<file path="config.mk">
export PLATFORM = sky130hd
export DESIGN_NAME = mk_firm_distance_monitor_unit
export DESIGN_NICKNAME = d
export VERILOG_FILES = /design/src/hdl/mkfd_pkg.sv /design/src/hdl/mkfd_scan_unit.sv /design/src/hdl/mk_firm_distance_monitor_unit.sv
export VERILOG_INCLUDE_DIRS = /design/src /design/src/hdl
export SDC_FILE = /design/constraint.sdc
export NUM_CORES = 1
export LEC_CHECK = 0
export BUFFER_PORTS_ARGS = -buffer_cell sky130_fd_sc_hd__buf_2
export CAP_MARGIN = 20
export CORE_ASPECT_RATIO = 1.75
export CORE_MARGIN = 4
export CORE_UTILIZATION = 50
export DETAILED_ROUTE_END_ITERATION = 8
export PLACE_DENSITY_LB_ADDON = 0.1
export SLEW_MARGIN = 20
export SYNTH_ARGS = -nofsm -noshare
export SYNTH_HDL_FRONTEND = slang
export SYNTH_SLANG_ARGS = --single-unit
export TNS_END_PERCENT = 30
</file>
<file path="constraint.sdc">
create_clock -name clk -period 6.35 [get_ports clk]
set_clock_uncertainty 0.2 [all_clocks]
set_input_delay 1.5875 -clock clk [delete_from_list [all_inputs] [get_ports clk]]
set_output_delay 1.5875 -clock clk [all_outputs]
set_load 0.1 [all_outputs]
</file>
<file path="src/hdl/assert_macros.svh">
// Assertion macros shared by the monitor RTL.
// Expects a clock named clk and an active-low reset named arst_n in scope.
`ifndef ASSERT_MACROS_SVH
`define ASSERT_MACROS_SVH

// Clocked property, disabled while reset is asserted.
`define MKFD_ASSERT(label, prop, msg) \
	label: assert property (@(posedge clk) disable iff (!arst_n) (prop)) else $error(msg);

// Trigger this cycle implies the property on the next cycle.
`define MKFD_ASSERT_NEXT(label, trig, prop, msg) \
	label: assert property (@(posedge clk) disable iff (!arst_n) \
		(trig) |=> (prop)) else $error(msg);

`endif

</file>
<file path="src/hdl/mkfd_pkg.sv">
// Package for the (m,k)-firm distance monitor: widths, register indexes,
// reset values, sequencer states and control structs. No dependencies.
package mkfd_pkg;

	localparam int CNT_W = 6;

	typedef logic [CNT_W-1:0] cnt_t;
	typedef logic             cfg_idx_t;

	localparam cfg_idx_t REG_REQUIRED_MET  = 1'b0;
	localparam cfg_idx_t REG_WINDOW_LENGTH = 1'b1;

	localparam cnt_t REQ_MET_RESET = 6'd1;
	localparam cnt_t WINDOW_RESET  = 6'd32;

	typedef enum logic [1:0] {
		SCAN_IDLE,
		SCAN_RUN,
		SCAN_DONE
	} scan_state_t;

	typedef struct packed {
		logic start;     // item transfer this cycle
		logic skip;      // no scan needed, distance is zero
		logic out_free;  // output register can load this cycle
	} scan_ctl_t;

	typedef struct packed {
		logic busy;
		logic done;
	} scan_sts_t;

endpackage

</file>
<file path="src/hdl/mkfd_scan_unit.sv">
// Iterative backward scan over the history ring: one slot per cycle,
// counting met jobs until the m-th is found or k slots are checked. Depends on mkfd_pkg.
`include "assert_macros.svh"

module mkfd_scan_unit import mkfd_pkg::*; #(
	parameter int PTR_W = 5
) (
	input  logic             clk,
	input  logic             arst_n,
	input  scan_ctl_t        ctl,
	input  cnt_t             m,
	input  cnt_t             k,
	input  logic [PTR_W-1:0] start_ptr,
	input  logic             hist_bit,
	output logic [PTR_W-1:0] ptr,
	output cnt_t             distance,
	output scan_sts_t        sts
);

	scan_state_t      state_q, state_n;
	logic [PTR_W-1:0] ptr_q;
	cnt_t             step_q;
	cnt_t             ctr_q;
	cnt_t             m_q;
	cnt_t             k_q;
	cnt_t             dist_q;
	cnt_t             ctr_n;
	logic             hit;
	logic             last;

	assign ctr_n = ctr_q + cnt_t'(hist_bit);
	assign hit   = (ctr_n == m_q);
	assign last  = (step_q == k_q - cnt_t'(1));

	always_comb begin
		state_n = state_q;
		case (state_q)
			SCAN_IDLE: begin
				if (ctl.start) begin
					state_n = ctl.skip ? SCAN_DONE : SCAN_RUN;
				end
			end
			SCAN_RUN: begin
				if (hit || last) begin
					state_n = SCAN_DONE;
				end
			end
			SCAN_DONE: begin
				if (ctl.out_free) begin
					state_n = SCAN_IDLE;
				end
			end
			default: state_n = SCAN_IDLE;
		endcase
	end

	always_comb begin
		sts.busy = (state_q != SCAN_IDLE);
		sts.done = (state_q == SCAN_DONE);
	end

	always_ff @(posedge clk or negedge arst_n) begin
		if (!arst_n) begin
			state_q <= SCAN_IDLE;
		end else begin
			state_q <= state_n;
		end
	end

	always_ff @(posedge clk) begin
		case (state_q)
			SCAN_IDLE: begin
				if (ctl.start) begin
					ptr_q  <= start_ptr;
					step_q <= '0;
					ctr_q  <= '0;
					m_q    <= m;
					k_q    <= k;
					dist_q <= '0;
				end
			end
			SCAN_RUN: begin
				ctr_q <= ctr_n;
				if (hit) begin
					dist_q <= k_q - step_q;
				end else if (!last) begin
					step_q <= step_q + cnt_t'(1);
					// wrap from slot 0 to the top slot (k - 1) of the window
					ptr_q  <= (ptr_q == '0) ? PTR_W'(k_q - cnt_t'(1)) : ptr_q - PTR_W'(1);
				end
			end
			default: begin
			end
		endcase
	end

	assign ptr      = ptr_q;
	assign distance = dist_q;

	`MKFD_ASSERT(a_step_in_window, (state_q == SCAN_RUN) |-> (step_q < k_q), "scan step past window")
	`MKFD_ASSERT(a_start_when_idle, ctl.start |-> (state_q == SCAN_IDLE), "start while busy")
	`MKFD_ASSERT_NEXT(a_done_holds, (state_q == SCAN_DONE) && !ctl.out_free, state_q == SCAN_DONE, "done dropped")

endmodule

</file>
<file path="src/hdl/mk_firm_distance_monitor_unit.sv">
// Top level of the (m,k)-firm distance monitor: config registers, history
// ring, output register. Depends on mkfd_pkg and mkfd_scan_unit.
//
// Usage:
//   cfg_we/cfg_index/cfg_data write required_met (index 0) or window_length
//   (index 1). A window_length write restarts the history to all met. Write
//   only while the block is idle.
//   Input channel: outcome with in_valid/in_stall; a transfer happens when
//   in_valid is high and in_stall is low. in_stall is high while an item is
//   being processed.
//   Output channel: distance, met_count, violated, config_error with
//   out_valid/out_stall, held in an output register.
// Sequence:
//   The transfer edge writes the history slot. The scan unit then checks one
//   history slot per cycle, newest first, for up to k slots (k = effective
//   window), and then its done state loads the output register. When no scan
//   is needed the scan unit goes straight to done. The next item is taken
//   once the result has loaded, so a new item is never accepted while one
//   is still being processed.
//   If out_stall holds a previous result, the finished scan waits in its done
//   state until the output register frees.
// Reset: required_met 1, window_length 32, history all met, no result pending.
`include "assert_macros.svh"

module mk_firm_distance_monitor_unit import mkfd_pkg::*; #(
	parameter int HISTORY_DEPTH = 32
) (
	input  logic     clk,
	input  logic     arst_n,
	input  logic     cfg_we,
	input  cfg_idx_t cfg_index,
	input  cnt_t     cfg_data,
	input  logic     in_valid,
	output logic     in_stall,
	input  logic     outcome,
	output logic     out_valid,
	input  logic     out_stall,
	output cnt_t     distance,
	output cnt_t     met_count,
	output logic     violated,
	output logic     config_error
);

	localparam int PTR_W = (HISTORY_DEPTH > 1) ? $clog2(HISTORY_DEPTH) : 1;
	localparam logic [CNT_W:0] DEPTH_X = (CNT_W+1)'(HISTORY_DEPTH);

	// window_length 0 acts as 1, values above the ring size clamp to it
	function automatic cnt_t eff_window(input cnt_t wl);
		if (wl == '0) begin
			eff_window = cnt_t'(1);
		end else if ({1'b0, wl} > DEPTH_X) begin
			eff_window = DEPTH_X[CNT_W-1:0];
		end else begin
			eff_window = wl;
		end
	endfunction

	cnt_t                     req_met_q;
	cnt_t                     window_q;
	logic [HISTORY_DEPTH-1:0] hist_q;
	logic [PTR_W-1:0]         wp_q;
	cnt_t                     ones_q;
	logic                     out_valid_q;
	cnt_t                     distance_q;
	cnt_t                     met_count_q;
	logic                     violated_q;
	logic                     cfg_err_q;

	cnt_t             k;
	logic [PTR_W-1:0] pos;
	logic [PTR_W-1:0] scan_ptr;
	cnt_t             scan_dist;
	logic             accept;
	logic             out_free;
	logic             cfg_err;
	scan_ctl_t        scan_ctl;
	scan_sts_t        scan_sts;

	assign k        = eff_window(window_q);
	assign pos      = ((CNT_W+1)'(wp_q) >= (CNT_W+1)'(k)) ? '0 : wp_q;
	assign accept   = in_valid && !in_stall;
	assign out_free = !out_valid_q || !out_stall;
	assign cfg_err  = (req_met_q > k);
	assign in_stall = scan_sts.busy;

	assign scan_ctl.start    = accept;
	assign scan_ctl.skip     = cfg_err || (req_met_q == '0);
	assign scan_ctl.out_free = out_free;

	always_ff @(posedge clk or negedge arst_n) begin
		if (!arst_n) begin
			req_met_q <= REQ_MET_RESET;
			window_q  <= WINDOW_RESET;
			hist_q    <= '1;
			wp_q      <= '0;
			ones_q    <= eff_window(WINDOW_RESET);
		end else if (cfg_we) begin
			case (cfg_index)
				REG_REQUIRED_MET: begin
					req_met_q <= cfg_data;
				end
				REG_WINDOW_LENGTH: begin
					window_q <= cfg_data;
					hist_q   <= '1;
					wp_q     <= '0;
					ones_q   <= eff_window(cfg_data);
				end
				default: begin
				end
			endcase
		end else if (accept) begin
			ones_q      <= ones_q - cnt_t'(hist_q[pos]) + cnt_t'(outcome);
			hist_q[pos] <= outcome;
			wp_q        <= ((CNT_W+1)'(pos) + (CNT_W+1)'(1) >= (CNT_W+1)'(k))
			               ? '0 : pos + PTR_W'(1);
		end
	end

	mkfd_scan_unit #(
		.PTR_W (PTR_W)
	) u_scan (
		.clk       (clk),
		.arst_n    (arst_n),
		.ctl       (scan_ctl),
		.m         (req_met_q),
		.k         (k),
		.start_ptr (pos),
		.hist_bit  (hist_q[scan_ptr]),
		.ptr       (scan_ptr),
		.distance  (scan_dist),
		.sts       (scan_sts)
	);

	always_ff @(posedge clk or negedge arst_n) begin
		if (!arst_n) begin
			out_valid_q <= 1'b0;
		end else if (scan_sts.done && out_free) begin
			out_valid_q <= 1'b1;
		end else if (!out_stall) begin
			out_valid_q <= 1'b0;
		end
	end

	always_ff @(posedge clk) begin
		if (scan_sts.done && out_free) begin
			distance_q  <= scan_dist;
			met_count_q <= ones_q;
			violated_q  <= (ones_q < req_met_q);
			cfg_err_q   <= cfg_err;
		end
	end

	assign out_valid    = out_valid_q;
	assign distance     = distance_q;
	assign met_count    = met_count_q;
	assign violated     = violated_q;
	assign config_error = cfg_err_q;

	`MKFD_ASSERT_NEXT(a_busy_after_transfer, accept, in_stall, "not busy after input transfer")
	`MKFD_ASSERT(a_err_zero_dist, (out_valid_q && cfg_err_q) |-> (distance_q == '0), "error with distance")
	`MKFD_ASSERT(a_found_not_violated, (out_valid_q && (distance_q != '0)) |-> !violated_q, "found but violated")

endmodule

</file>
==> flow_metrics.env <==
export IMPL_status="complete, no violations"
export IMPL_path_class="flip-flop to flip-flop"
export IMPL_ys_warnings_count=0
export IMPL_synth_area_sq_mm=0.00667
export IMPL_synthAdderAreaFrac=0.0848
export IMPL_cts_sinks=107
export IMPL_clockBufferDepth=2
export IMPL_coreArea_sq_mm=0.0130
export IMPL_p_leak_nw=2.85
export IMPL_fmax_mhz=199
export IMPL_p_sw_mw=1.46
export IMPL_rr_endpoint="ones_q[4]"
export IMPL_syn_to_final_growth_pct=8.93
export IMPL_fin_crit_sh=0.791
export IMPL_async_flop_share=0.542
export IMPL_pwr_share_clk=0.178
export IMPL_drive_above_1_share=0.181
export IMPL_crit_cells=21
export IMPL_post_cts_buffers=0
export IMPL_drv_slew=0
export IMPL_setup_tns_ns=0
export IMPL_p_sw_frac=0.443
export IMPL_ios=29
export IMPL_syn_inst=645
export IMPL_synth_compound_area_share=0.171
export IMPL_crit_arrival_ns=5.09
export IMPL_syn_num_nets=702
export IMPL_grtUsageTotal=0.236
export IMPL_worst_path_buf_inv=3
export IMPL_ys_seq_elements=107
export IMPL_relSlewSlack=0.453
export IMPL_ctsResizeCount=0
export IMPL_p_seq_frac=0.358
export IMPL_clkLatencyLatePin_ns=0.35
export IMPL_crit_path_top_delay_cell="o21a_1"
export IMPL_grt_use_met3=0.0342
export IMPL_startpoint_type="flip-flop"
export IMPL_grt_max_degree=59
export IMPL_grt_pass1_wl_microns=27200
export IMPL_diodes=0
export IMPL_cts_max_level=3
export IMPL_clkTransAtPathRegs_ns=0.08
export IMPL_synth_xor_area_share=0.0452
export IMPL_cts_root_buf="clkbuf_16"
export IMPL_min_period_ns=5.02
export IMPL_utilization=0.559
export IMPL_antenna_found_initial=0
export IMPL_first_iter_violations=186
export IMPL_setup_ws_ns=1.33
export IMPL_synth_main_ff_cell="edfxtp_1"
export IMPL_synth_simple_area_share=0.144
export IMPL_required_ns=6.42
export IMPL_place_gp_congestion=0.896
export IMPL_vias_per_cell=5.91
export IMPL_vias=4961
export IMPL_die_area_sq_mm=0.0153
export IMPL_power_density_mw_per_mm2=454
export IMPL_internal_power_mw=1.83
export IMPL_crit_end="ones_q[4]"
export IMPL_avgRoutedWirePerCell_microns=20.8
export IMPL_tritoncts_num_buffers=9
export IMPL_p_total_mw=3.30
export IMPL_timing_hold_ws_ns=0.225
export IMPL_grt_ovfl_total=0
export IMPL_detailedPlace_worstSlack_ns=1.36
export IMPL_nets=721
export IMPL_busiest_layer="met2"
export IMPL_placement_io_buffers=28
export IMPL_firstDrtPassIters=4
export IMPL_place_hpwl_microns=13200
export IMPL_grt_pass1_vias=5037
export IMPL_critPathMaxFanout=9
export IMPL_hp_class="flip-flop to flip-flop"
export IMPL_syn_avg_cell_area_sq_um=10.3
export IMPL_hold_buffers=0
export IMPL_tightest_slew_ns=0.811
export IMPL_slowest_delay_ns=0.47
export IMPL_synth_edf_count=49
export IMPL_path_cells="nor4_1, nor2_1, nor2_1, ha_1, nand2b_1, a21oi_2, o21a_1, o2111ai_4, a311oi_1, nor4_1, ha_1, inv_1, ha_1, inv_1, fa_1, inv_1, a21o_1, a21oi_1, xor2_1, o221a_2, a21oi_1"
export IMPL_ant_nets=0
export IMPL_r2r_start="window_q[4]"
export IMPL_setup_viol=0
export IMPL_synthMuxAreaShare=0.0621
export IMPL_rows=55
export IMPL_critical_path_top_delay_family="compound AO/OA/AOI/OAI gates"
export IMPL_r2r_slack_ns=1.33
export IMPL_ys_seq_area_frac=0.445
export IMPL_power_frac_comb=0.464
export IMPL_worstSetupEndpointType="flip-flop"
export IMPL_grt_use_met2=0.438
export IMPL_peakVddDrop_mv=0.156
export IMPL_ff2ff_path_depth=21
export IMPL_finalHoldViolations=0
export IMPL_start_util=0.513
export IMPL_critPathLaunch="window_q[4]"
export IMPL_grt_util_met1=0.243
export IMPL_die_x_microns=95.3
export IMPL_synth_top_family_by_area="compound AO/OA/AOI/OAI gates"
export IMPL_drv_cap=0
export IMPL_drc=0
export IMPL_cts_tree="built"
export IMPL_ys_types=76
export IMPL_die_h_microns=161
export IMPL_drt_wl_total_microns=17400
export IMPL_grt_setup_unrepaired="false"
## power groups by stage
stage | combinational [mW] | sequential [mW] | clock, mW
final | 1.53 | 1.18 | 0.587
after floorplan | 1.05 | 1.30 | 0
after global placement | 1.50 | 1.19 | 0
after CTS | 1.54 | 1.18 | 0.608
after global routing | 1.68 | 1.21 | 0.631
after detailed placement | 1.53 | 1.19 | 0
## synthesized netlist by cell type, drive strengths merged (8+ instances only)
master / n / area [sq um]
ha: 42 / 526
a21o: 9 / 67.6
xor2: 14 / 130
clkbuf: 16 / 60.1
xnor2: 17 / 149
nand3: 14 / 70.1
buf: 13 / 78.8
a21oi: 28 / 144
inv: 46 / 173
mux2i: 23 / 230
nor4: 8 / 83.8
o21ai: 32 / 171
edfxtp: 49 / 1470
nor2: 67 / 264
o22ai: 15 / 93.8
o31ai: 10 / 75.1
dfrtp: 23 / 576
nand2: 60 / 230
nor3: 14 / 81.3
dfstp: 35 / 920
## cell families (layout without fill, tap and decap cells)
group | Yosys count | after routing
flops | 107 | 107
mux | 33 | 33
fa+ha+maj | 44 | 44
compound gates | 156 | 156
xor+xnor | 32 | 32
buf+inv | 77 | 101
simple gates | 196 | 196
## sequential cells by signal, summed over array words and instances (netlist names)
| signal | count |
|---|---|
| violated | 1 |
| u_scan.ptr | 5 |
| ones_q | 6 |
| wp_q | 5 |
| u_scan.m_q | 6 |
| u_scan.ctr_q | 6 |
| out_valid | 1 |
| window_q | 6 |
| met_count | 6 |
| u_scan.k_q | 6 |
| u_scan.distance | 6 |
| config_error | 1 |
| req_met_q | 6 |
| u_scan.state_q | 2 |
| u_scan.step_q | 6 |
| hist_q | 32 |
| distance | 6 |
## cell usage in the layout, fill, tap and decap left out, drive strengths merged, types with 15 or more instances in the layout
cell type and count:
ha 42, inv 48, a21oi 28, o22ai 15, dfrtp 23, edfxtp 49
dfstp 35, buf 37, o21ai 32, nand2 60, nor2 67, xnor2 17
mux2i 23
## routing by layer
layer | routed length, microns | up-vias
met5 | 0 | -
met4 | 1020 | 0
met3 | 567 | 41
met2 | 9580 | 112
met1 | 6270 | 2417
li1 | - | 2391
## cell type report
class                   instances  area (sq um)
clock buffers                   9           225
clock inverters                 7          87.6
fillers                      1143          5740
inverters                      48           180
multi-input cells             461          3390
flip-flops and latches        107          2970
well taps                     171           214
repair buffers                 37           208
## worst min-delay path by stage
stage	from	to	slack, ns	cells past startpoint
floorplan	u_scan.distance[0]	distance[0]	0.20	0
global placement	u_scan.distance[0]	distance[0]	0.20	0
detailed placement	u_scan.distance[5]	distance[5]	0.21	0
CTS	u_scan.distance[5]	distance[5]	0.23	0
global route	u_scan.distance[3]	distance[3]	0.25	0
finish	u_scan.distance[5]	distance[5]	0.22	0
## per-stage QoR
step | cells | area [sq um]
2_1_floorplan | 645 | 6670
6_report | 840 | 7270
3_3_place_gp | 824 | 6950
3_5_place_dp | 824 | 6950
5_1_grt | 840 | 7270
4_1_cts | 840 | 7270
Note: power is estimated with default switching activity, not from simulation.
